<file path="src/design/gr16_pkg.sv">
// Package for the sixteen-lane fp32 row accumulator.
// Holds shared constants, the sequencer control struct and fp32 helper functions.
// Depends on nothing; the lane, sequencer and top-level files refer to it by scoped names.
package gr16_pkg;

  localparam int LANES = 16;
  localparam int PAIRS = 8;

  // Weight encodings
  localparam logic [1:0] FMT_F32  = 2'd0;
  localparam logic [1:0] FMT_F16  = 2'd1;
  localparam logic [1:0] FMT_BF16 = 2'd2;

  localparam logic [31:0] QNAN = 32'h7FC0_0000;

  // Per-phase strobes from the sequencer to every lane
  typedef struct packed {
    logic mul_en;
    logic rnd_en;
    logic add_en;
    logic fin_en;
    logic clear;
  } seq_ctl_t;

  // Widen an fp16 pattern exactly to fp32
  function automatic logic [31:0] widen_f16(logic [15:0] h);
    logic        s;
    logic [4:0]  e;
    logic [9:0]  m;
    logic [3:0]  p;
    logic [31:0] res;
    s = h[15];
    e = h[14:10];
    m = h[9:0];
    p = 4'd0;
    for (int i = 0; i < 10; i++) begin
      if (m[i]) p = 4'(i);
    end
    if (e == 5'd31) begin
      res = {s, 8'hFF, m, 13'b0};
    end else if (e == 5'd0) begin
      if (m == 10'd0) res = {s, 31'b0};
      else res = {s, 8'(8'd103 + {4'b0, p}), 10'(m << (4'd10 - p)), 13'b0};
    end else begin
      res = {s, 8'({3'b0, e} + 8'd112), m, 13'b0};
    end
    return res;
  endfunction

  // Decode one 32-bit weight slot to fp32
  function automatic logic [31:0] widen(logic [1:0] fmt, logic [31:0] slot);
    logic [31:0] res;
    case (fmt)
      FMT_F16:  res = widen_f16(slot[15:0]);
      FMT_BF16: res = {slot[15:0], 16'b0};
      default:  res = slot;
    endcase
    return res;
  endfunction

  // Round sig * 2^(e - 189) to fp32, nearest even; sig is non-zero
  function automatic logic [31:0] round_pack(logic s, logic signed [11:0] e_in,
                                             logic [63:0] sig_in);
    logic [63:0]        sig;
    logic [63:0]        mask;
    logic signed [11:0] e;
    logic signed [11:0] d;
    logic [5:0]         lz;
    logic               found;
    logic [38:0]        rem;
    logic [24:0]        mant;
    logic [31:0]        base;
    logic [31:0]        bits;
    logic [31:0]        res;
    sig = sig_in;
    e = e_in;
    if (sig[63]) begin
      sig = {1'b0, sig[63:1]} | {63'b0, sig[0]};
      e = e + 12'sd1;
    end
    lz = 6'd0;
    found = 1'b0;
    for (int i = 62; i >= 0; i--) begin
      if (!found) begin
        if (sig[i]) found = 1'b1;
        else lz = lz + 6'd1;
      end
    end
    sig = sig << lz;
    e = e - $signed({6'b0, lz});
    base = 32'd0;
    if (e < 12'sd1) begin
      if (e < -12'sd62) begin
        sig = {63'b0, |sig};
      end else begin
        d = 12'sd1 - e;
        mask = (64'd1 << d[6:0]) - 64'd1;
        sig = (sig >> d[6:0]) | {63'b0, |(sig & mask)};
      end
    end else begin
      base = {1'b0, 8'(e[7:0] - 8'd1), 23'b0};
    end
    mant = {1'b0, sig[62:39]};
    rem = sig[38:0];
    if (rem > 39'h40_0000_0000 || (rem == 39'h40_0000_0000 && mant[0])) mant = mant + 25'd1;
    bits = base + {7'b0, mant};
    if (e >= 12'sd255 || bits >= 32'h7F80_0000) res = {s, 31'h7F80_0000};
    else res = {s, bits[30:0]};
    return res;
  endfunction

endpackage

</file>
<file path="src/design/gr16_seq.sv">
// Sequencer: steps each transaction through multiply, round, add and finish phases.
// Depends on gr16_pkg for the control struct; drives the input stall and output valid.
module gr16_seq (
  input  logic               clk,
  input  logic               rst,
  input  logic               in_valid,
  input  logic               last_step,
  input  logic               out_stall,
  output logic               in_stall,
  output logic               out_valid,
  output logic               load,
  output gr16_pkg::seq_ctl_t ctl
);

  logic       busy;
  logic [1:0] phase;
  logic       last;
  logic       blocked;

  // Finish waits only while a result is still held and this item makes another
  assign blocked = last && out_valid && out_stall;

  always_comb begin
    ctl.mul_en = busy && phase == 2'd0;
    ctl.rnd_en = busy && phase == 2'd1;
    ctl.add_en = busy && phase == 2'd2;
    ctl.fin_en = busy && phase == 2'd3 && !blocked;
    ctl.clear  = ctl.fin_en && last;
  end

  assign in_stall = busy && !ctl.fin_en;
  assign load = in_valid && !in_stall;

  // Advance the phase counter, hold at finish while blocked
  always_ff @(posedge clk) begin
    if (rst) begin
      busy <= 1'b0;
      phase <= 2'd0;
      last <= 1'b0;
    end else if (load) begin
      busy <= 1'b1;
      phase <= 2'd0;
      last <= last_step;
    end else if (ctl.fin_en) begin
      busy <= 1'b0;
    end else if (busy && phase != 2'd3) begin
      phase <= phase + 2'd1;
    end
  end

  // Result register flag
  always_ff @(posedge clk) begin
    if (rst) begin
      out_valid <= 1'b0;
    end else if (ctl.clear) begin
      out_valid <= 1'b1;
    end else if (!out_stall) begin
      out_valid <= 1'b0;
    end
  end

endmodule

</file>
<file path="config.mk">
export PLATFORM = sky130hd
export DESIGN_NAME = gr16_seq
export DESIGN_NICKNAME = d
export VERILOG_FILES = /design/src/design/gr16_pkg.sv /design/src/design/gr16_seq.sv
export SDC_FILE = /design/constraint.sdc
export NUM_CORES = 1
export LEC_CHECK = 0
export BUFFER_PORTS_ARGS = -buffer_cell sky130_fd_sc_hd__buf_2
export CORE_AREA = 8 8 45 47
export CTS_CLUSTER_DIAMETER = 150
export CTS_CLUSTER_SIZE = 20
export DETAILED_ROUTE_END_ITERATION = 8
export DIE_AREA = 0 0 53 55
export GPL_TIMING_DRIVEN = 0
export HOLD_SLACK_MARGIN = 0.02
export RECOVER_POWER = 100
export SYNTH_ARGS = -nofsm -noshare
export SYNTH_HDL_FRONTEND = slang
export SYNTH_SLANG_ARGS = --single-unit
</file>
<file path="constraint.sdc">
create_clock -name clk -period 3.7 [get_ports clk]
set_input_delay 0 -clock clk [delete_from_list [all_inputs] [get_ports clk]]
set_output_delay 0 -clock clk [all_outputs]
set_load 0.03 [all_outputs]
</file>
==> reports/results.txt, run 1 <==
H-tree levels = 1
Worst slew margin = 75.2%
CP Class = reg2out
number of antenna violations at the first check in global routing = 0
final worst-path cycle share = 47.0%
Peak VDD IR = 0.105 mV
first-pass iteration count of the detailed router = 2
Fill cells = 164
Pwr Total = 0.149 mW
Critical Path AT = 1.74 ns
area occupied by multi-input gates = 201 µm²
total leakage power = 0.172 nW
Slew Viols, Final = 0
CTS tree = done
Layout Nets = 61
final worst path period need = 1.74 ns
crit end category = output port
total I/O pin count = 13
WP data required = 3.70 ns
synthesized flop and latch total = 5
CP Max Fanout = 5
vias = 286
post-synth cell types = 20
Hold Crit Class = in2reg
max incr delay on CP = 0.39 ns
CTS clk-pin slew, worst paths = 0.04 ns
met2 routed WL = 299 µm
Slew @ Worst Pin = 0.373 ns
post-DR wirelength/cell = 10.6 µm
Die Width = 53 µm
first-pass GRT wire length = 1100 µm
number of port buffers = 12
Peak Freq = 0.575 GHz
Remaining Overflow, GRT = 0
outcome = finished clean
HPWL Detailed = 568 µm
crit-path cells = ha_1, and2b_1, and3b_1, clkbuf_1
Synth Net Count = 43
Routed met1 length = 317 µm
area grow syn2layout = 33.9%
Clock Tree Root = clkbuf_4
unrepaired setup endpoints after global routing = false
initial core utilization = 22.4%
slowest CP cell = dfxtp_1
mapped cell area = 310 µm²
Core Util, Final = 30.0%
clock sink count = 5
total track usage = 5.57%
ANT nets after route = 0
Clk Latency, worst-skew pair = 0.24 ns
met3 wire len = 95 µm
Yosys warning count = 0
number of CTS-inserted buffers = 3
main flop type after synthesis = dfxtp_1
Synth Area per Inst = 9.13 µm²
Chip Height = 55 µm
routability cong. = 0.739
drt drc = 0
Iter 0 DRT Violations = 2
number of cell rows = 14
post-synthesis sequential area ratio = 32.3%
number of global-route vias before repair = 276
pwr/cell area = 360 nW/µm²
Final Setup Violations = 0
largest net degree at the start of global routing = 10
EDFF count, synth = 0
uppermost routed layer = met3
count leader, synth = dfxtp_1
Register Area = 100 µm²
Syn Inst Count = 34
share of cells above drive strength 1 = 15.7%
Clock Skews = 0.00120 ns
Max clock buf depth = 2
vias per inst = 4.27
die area = 2920 µm²
detailed-route wire length = 712 µm
setup TNS = 0 ns
ys async rst share = 0%
Commonest cells post-synth = 5 x dfxtp_1, 4 x ha_1, 3 x and2_1
antenna cells = 0
Hold Vio Cnt, Final = 0
core area = 1380 µm²
startpoint types = flip-flop
cell taking the most area after synthesis = dfxtp_1
Max Cap Viol = 0
Yosys top cell area share = 32.3%
top cells by area, synth = dfxtp_1 32%, ha_1 16%, and2_1 6.0%
==> routing by layer <==
metal  track usage [%]  vias up
li1                  -      153
met3              4.55        0
met4              6.47        0
met5                 0        -
met1              4.70      124
met2              7.62        9
==> cells in the final DEF (no fill, tap or decap) <==
cell type,instances
a21boi_0,1
a21oi_1,2
a2bb2oi_1,1
a311oi_1,1
and2_1,3
and2b_1,1
and3_1,1
and3b_1,1
buf_2,4
clkbuf_1,9
clkbuf_4,3
dfxtp_1,5
dlygate4sd3_1,1
ha_1,4
inv_1,2
mux2i_1,1
nand2_1,2
nand2b_1,1
nand3_1,2
nand4_1,1
nor2b_1,1
nor3_1,2
o21ba_2,1
xnor2_1,1
==> flip-flops by register name, indices dropped and copies added, names as in the netlist <==
register / count
out_valid: 1
phase: 2
last: 1
busy: 1
==> what timing repair did <==
| action | CTS | global route |
|---|---|---|
| hold buffers | 1 | 0 |
| hold endpoints to repair | 4 | 0 |
| gates resized for setup | 0 | 0 |
| setup buffers | 0 | 0 |
| endpoints found under the setup margin | 0 | 0 |
==> power breakdown <==
group / total, mW / switching (mW) / internal [mW]
sequential: 0.0598 / 0.00318 / 0.0566
clock: 0.0639 / 0.0231 / 0.0408
combinational: 0.0258 / 0.0152 / 0.0105
total: 0.149 / 0.0415 / 0.108
==> cell families after synthesis <==
kind of cell / after synthesis / share of synthesized area, %
simple gates: 15 / 28.6
xor+xnor: 1 / 2.82
flops: 5 / 32.3
fa+ha+maj: 4 / 16.1
compound gates: 6 / 14.5
mux: 1 / 3.23
buf+inv: 2 / 2.42
==> worst max-delay path, delay by kind of cell, from the launching register on <==
kind	cells	cell delay [ns]
adders and majority gates	1	0.24
DFF	1	0.39
buffers and inverters	1	0.33
and+or+nand+nor	2	0.53
==> layout make-up <==
cell class / instances / share of cell area, %
Multi-Input combinational cell: 27 / 48.5
Sequential cell: 5 / 24.1
Timing Repair Buffer: 13 / 14.5
Clock buffer: 4 / 6.33
Tap cell: 16 / 4.82
Inverter: 2 / 1.81
==> through the flow <==
stage	std cells	setup WS (ns)	hold slack (ns)	cell area, µm²
detailed placement	62	2.32	0.236	390
global route	67	1.81	0.0402	415
CTS	67	2.04	0.0347	427
floorplan	34	1.97	0.0691	310
finish	67	1.96	0.0453	415
global placement	62	2.32	0.236	390
==> path summary, 6_finish.rpt <==
check	cells past startpoint	end	slack [ns]	start
worst min register to register	2	out_valid$_SDFFE_PP0P_	0.53	out_valid$_SDFFE_PP0P_
worst max-delay path	4	load	1.96	phase[0]$_SDFFE_PP0P_
worst min-delay path	2	busy$_SDFFE_PP0P_	0.05	in_valid
worst max register to register	4	phase[0]$_SDFFE_PP0P_	2.32	phase[0]$_SDFFE_PP0P_
(Power assumes the default switching activity.)
==> run 2: changes to the inputs <==
- clock period: 3.7 -> 1.5 ns (I/O delays scaled with it)
==> run 2 against run 1 <==
Against the previous run: clock-buffer cell count unchanged; non-clock buffer count increased by 1; flip-flop and latch count unchanged.
==> reports/results.txt, run 2 (same netlist as run 1, synthesis figures left out) <==
Layout Nets = 62 (+1.6%)
share of cells above drive strength 1 = 28.8% (+13 points)
commonest non-fill, non-tap cells in the layout = 7 x clkbuf_1, 4 x buf_2
Clock Tree Root = clkbuf_4
number of CTS-inserted buffers = 3 (unchanged)
HPWL Detailed = 559 µm (-1.7%)
vias per inst = 4.22 (-1.1%)
ANT nets after route = 0 (unchanged)
initial core utilization = 22.4% (unchanged)
number of cell rows = 14 (unchanged)
largest net degree at the start of global routing = 10 (unchanged)
vias = 287 (+0.35%)
H-tree levels = 1 (unchanged)
outcome = finished clean
final worst-path cycle share = 93.3%
Hold Crit Class = in2reg
area occupied by multi-input gates = 215 µm² (+6.8%)
CP Class = reg2out
Register Area = 108 µm² (+7.5%)
most common cell after layout, fill and taps aside = clkbuf_1
Iter 0 DRT Violations = 0 (-2)
number of antenna violations at the first check in global routing = 0 (unchanged)
post-DR wirelength/cell = 10.8 µm (+2.0%)
Chip Height = 55 µm (unchanged)
number of global-route vias before repair = 279 (+1.1%)
WP data required = 1.50 ns (-2.20 ns)
Worst slew margin = 75.1% (-0.16 points)
detailed-route wire length = 737 µm (+3.5%)
CP Max Fanout = 5 (unchanged)
clock sink count = 5 (unchanged)
total track usage = 5.90% (+0.33 points)
core area = 1380 µm² (unchanged)
total I/O pin count = 13 (unchanged)
Max Cap Viol = 0 (unchanged)
Peak VDD IR = 0.304 mV (+190%)
area grow syn2layout = 44.8%
first-pass GRT wire length = 1170 µm (+6.3%)
final worst path period need = 1.40 ns
Final Setup Violations = 0 (unchanged)
Slew Viols, Final = 0 (unchanged)
crit end category = output port
setup TNS = 0 ns (unchanged)
Clock Skews = 0.00509 ns (+0.00389 ns)
first-pass iteration count of the detailed router = 1 (-1)
die area = 2920 µm² (unchanged)
unrepaired setup endpoints after global routing = false
Clk Latency, worst-skew pair = 0.24 ns (about the same)
final hold slack = 0.0581 ns (+0.0128 ns)
number of port buffers = 12 (unchanged)
Hold Vio Cnt, Final = 0 (unchanged)
max FFs per register = 2 (unchanged)
pwr/cell area = 819 nW/µm² (+130%)
Critical Path AT = 1.40 ns (-0.34 ns)
CTS tree = done
antenna cells = 0 (unchanged)
Remaining Overflow, GRT = 0 (unchanged)
Die Width = 53 µm (unchanged)
Slew @ Worst Pin = 0.376 ns (+0.00238 ns)
drt drc = 0 (unchanged)
CTS clk-pin slew, worst paths = 0.04 ns (about the same)
Core Util, Final = 32.5% (+2.4 points)
startpoint types = flip-flop
Max clock buf depth = 2 (unchanged)
Peak Freq = 0.715 GHz
Top reg by flops = phase
routability cong. = 0.767 (+3.8%)
Fill cells = 153 (-6.7%)
total leakage power = 0.183 nW (+6.2%)
run 2: area by class of cell:
type	instances	share of cell area, %
Multi-Input combinational cell	27	47.9
Sequential cell	5	24.0
Timing Repair Buffer	14	16.2
Clock buffer	4	5.85
Tap cell	16	4.46
Inverter	2	1.67
run 2: critical path, cell delays in order (launching register included):
cell     delay [ns]
dfxtp_4        0.36
ha_4           0.17
and2b_1        0.23
and3b_2        0.23
buf_4          0.17
run 2: final timing paths:
kind	from	to	slack, ns	depth (start not counted)
setup / recovery	phase[0]$_SDFFE_PP0P_	load	0.10	4
hold / removal	in_valid	busy$_SDFFE_PP0P_	0.06	2
setup reg to reg	phase[0]$_SDFFE_PP0P_	phase[0]$_SDFFE_PP0P_	0.24	4
hold reg to reg	out_valid$_SDFFE_PP0P_	out_valid$_SDFFE_PP0P_	0.53	2
run 2: metrics by stage:
| step | area (µm²) | worst slack, ns | total power, mW | instances |
|---|---|---|---|---|
| after floorplan | 310 | 0.0195 | 0.192 | 34 |
| after global placement | 390 | 0.0676 | 0.214 | 62 |
| after detailed placement | 390 | 0.111 | 0.214 | 62 |
| after CTS | 445 | 0.0104 | 0.382 | 67 |
| after global routing | 449 | 0.0142 | 0.405 | 68 |
| final | 449 | 0.101 | 0.368 | 68 |
run 2: where the power goes:
group / switching [mW] / internal, mW / leakage [nW]
Clock: 0.0507 / 0.100 / 0.0150
Sequential: 0.00954 / 0.138 / 0.0424
Combinational: 0.0382 / 0.0309 / 0.125
run 2: timing repair:
item,in CTS,in global routing
hold buffers,1,0
endpoints found under the setup margin,1,1
buffers inserted,0,1
resized for setup,6,3
hold endpoints to repair,4,0
run 2: per-layer routing:
metal | share of wire [%] | vias up | global-route usage (%)
met2 | 51 | 6 | 8.79
met4 | 0 | 0 | 6.47
met1 | 41 | 126 | 5.30
met3 | 8.5 | 0 | 3.48
met5 | 0 | - | 0
li1 | - | 155 | -
==> run 3: changes to the inputs <==
- BUFFER_PORTS_ARGS: -buffer_cell sky130_fd_sc_hd__buf_2 -> default
- DONT_BUFFER_PORTS: default -> 1
==> run 3 against run 2 <==
Against the previous run: register-to-register slack lost 0.19 ns; clock power hardly changed; worst setup slack lost 0.049 ns; combinational power shrank 12%; fmax decreased by 3.4%; utilization decreased by 0.54 points; first-iteration DRC count grew 9; routed wire length increased by 17%; hold slack better by 0.014 ns; sequential power about the same; highest routed layer is now met4.
==> reports/results.txt, run 3 (same netlist as run 1, synthesis figures left out) <==
outcome = finished clean
largest net degree at the start of global routing = 10 (unchanged)
Slew Viols, Final = 0 (unchanged)
most common cell after layout, fill and taps aside = dlygate4sd3_1
Clock Tree Root = clkbuf_4
number of port buffers = 0 (-12)
Critical Path AT = 1.62 ns (+0.22 ns)
max FFs per register = 2 (unchanged)
share of cells above drive strength 1 = 30.2% (+1.4 points)
Die Width = 53 µm (unchanged)
Max clock buf depth = 2 (unchanged)
Clk Latency, worst-skew pair = 0.24 ns (about the same)
Worst slew margin = 70.4% (-4.6 points)
area grow syn2layout = 42.3%
Peak Freq = 0.691 GHz (-3.4%)
startpoint types = flip-flop
first-pass GRT wire length = 1370 µm (+17%)
clock sink count = 5 (unchanged)
Peak VDD IR = 0.278 mV (-8.6%)
total track usage = 6.61% (+0.71 points)
number of global-route vias before repair = 308 (+10%)
unrepaired setup endpoints after global routing = false
final worst path period need = 1.45 ns (+0.0487 ns)
Clk pwr share = 42.2% (+1.2 points)
number of antenna violations at the first check in global routing = 0 (unchanged)
H-tree levels = 1 (unchanged)
CTS clk-pin slew, worst paths = 0.04 ns (about the same)
ANT nets after route = 0 (unchanged)
Hold Vio Cnt, Final = 0 (unchanged)
core area = 1380 µm² (unchanged)
final worst-path cycle share = 96.5% (+3.2 points)
Layout Nets = 53 (-15%)
Net Sw Power = 0.0980 mW (-0.36%)
WP data required = 1.67 ns (+0.17 ns)
reg2reg setup slack = 0.05 ns (-0.19 ns)
commonest non-fill, non-tap cells in the layout = 5 x dlygate4sd3_1, 3 x and2_0, 3 x ha_1, 3 x clkbuf_4
routability cong. = 0.681 (-11%)
sequential power share = 41.1% (+0.9 points)
CP startpoint = phase[0]$_SDFFE_PP0P_
number of CTS-inserted buffers = 3 (unchanged)
CP Max Fanout = 5 (unchanged)
final hold slack = 0.0719 ns (+0.0138 ns)
Fill cells = 152 (-0.65%)
Post-CTS Repair Setup Buffers = 0 (unchanged)
antenna cells = 0 (unchanged)
crit end category = flip-flop
Hold Crit Class = in2reg
Remaining Overflow, GRT = 0 (unchanged)
pwr/cell area = 825 nW/µm² (+0.71%)
total leakage power = 0.163 nW (-11%)
worst reg2reg path startpoint = phase[0]$_SDFFE_PP0P_
detailed-route wire length = 864 µm (+17%)
Max Cap Viol = 0 (unchanged)
Top reg by flops = phase
CP Class = reg2reg
total I/O pin count = 13 (unchanged)
non-filler cells, final = 59 (-13%)
combinational power share = 16.8% (-2.0 points)
Slew @ Worst Pin = 0.441 ns (+0.0650 ns)
Chip Height = 55 µm (unchanged)
placed cells = 50 (-19%)
CTS tree = done
initial core utilization = 22.4% (unchanged)
HPWL Detailed = 565 µm (+1.1%)
Iter 0 DRT Violations = 9 (+9)
post-DR wirelength/cell = 14.6 µm (+35%)
number of cell rows = 14 (unchanged)
vias per inst = 4.95 (+17%)
die area = 2920 µm² (unchanged)
Switching Fraction = 26.9% (+0.16 points)
Pint = 0.266 mW (-1.2%)
first-pass iteration count of the detailed router = 4 (+3)
drt drc = 0 (unchanged)
Clock Skews = 0.00129 ns (-0.00380 ns)
Final Setup Violations = 0 (unchanged)
Worst Min Path Start = in_valid
vias = 292 (+1.7%)
run 3: worst paths after layout:
kind | endpoint | cells past startpoint
setup / recovery | out_valid$_SDFFE_PP0P_ | 4
hold / removal | last$_SDFFE_PP0P_ | 3
setup reg to reg | out_valid$_SDFFE_PP0P_ | 4
hold reg to reg | phase[1]$_SDFFE_PP0P_ | 2
run 3: layout make-up:
cell class	count	area [µm²]	share of cell area [%]
timing repair buffer	5	50.0	11.3
multi-input combinational	27	231	52.4
tap	16	20.0	4.53
clock buffer	4	26.3	5.95
inverter	2	7.51	1.70
sequential	5	106	24.1
run 3: per-layer routing:
layer	up-vias	wire length, µm	track usage (%)
met5	-	0	0
met4	0	6	3.88
met3	2	78	3.74
met2	8	471	11.7
met1	142	308	5.77
li1	140	-	-
run 3: timing repair:
item / 4_1_cts / 5_1_grt
endpoints found under the setup margin: 6 / 4
resized for setup: 6 / 5
endpoints found under the hold margin: 5 / 0
gates cloned: 0 / 0
hold buffers: 5 / 0
run 3: worst max-delay path, cell delays in order (launching register included):
cell and delay [ns]:
dfxtp_4 0.37, ha_4 0.17, nand3_2 0.11, a21oi_2 0.16, dlygate4sd3_1 0.56
run 3: power by group through the flow:
stage,registers [mW],logic [mW],clock network (mW)
5_1_grt,0.151,0.0676,0.164
2_1_floorplan,0.148,0.0442,0
6_report,0.150,0.0611,0.154
3_3_place_gp,0.150,0.0492,0
3_5_place_dp,0.150,0.0502,0
4_1_cts,0.150,0.0618,0.158
run 3: per-stage QoR:
step                total power, mW  worst slack [ns]  area (µm²)  utilization, %  setup TNS, ns
detailed placement            0.200            -0.118         330            23.9         -0.339
finish                        0.364            0.0521         442            31.9              0
floorplan                     0.192            0.0195         310               -              0
global placement              0.199            -0.123         330            23.9         -0.332
global route                  0.383           0.00498         442            31.9              0
CTS                           0.370            0.0302         429            31.0              0
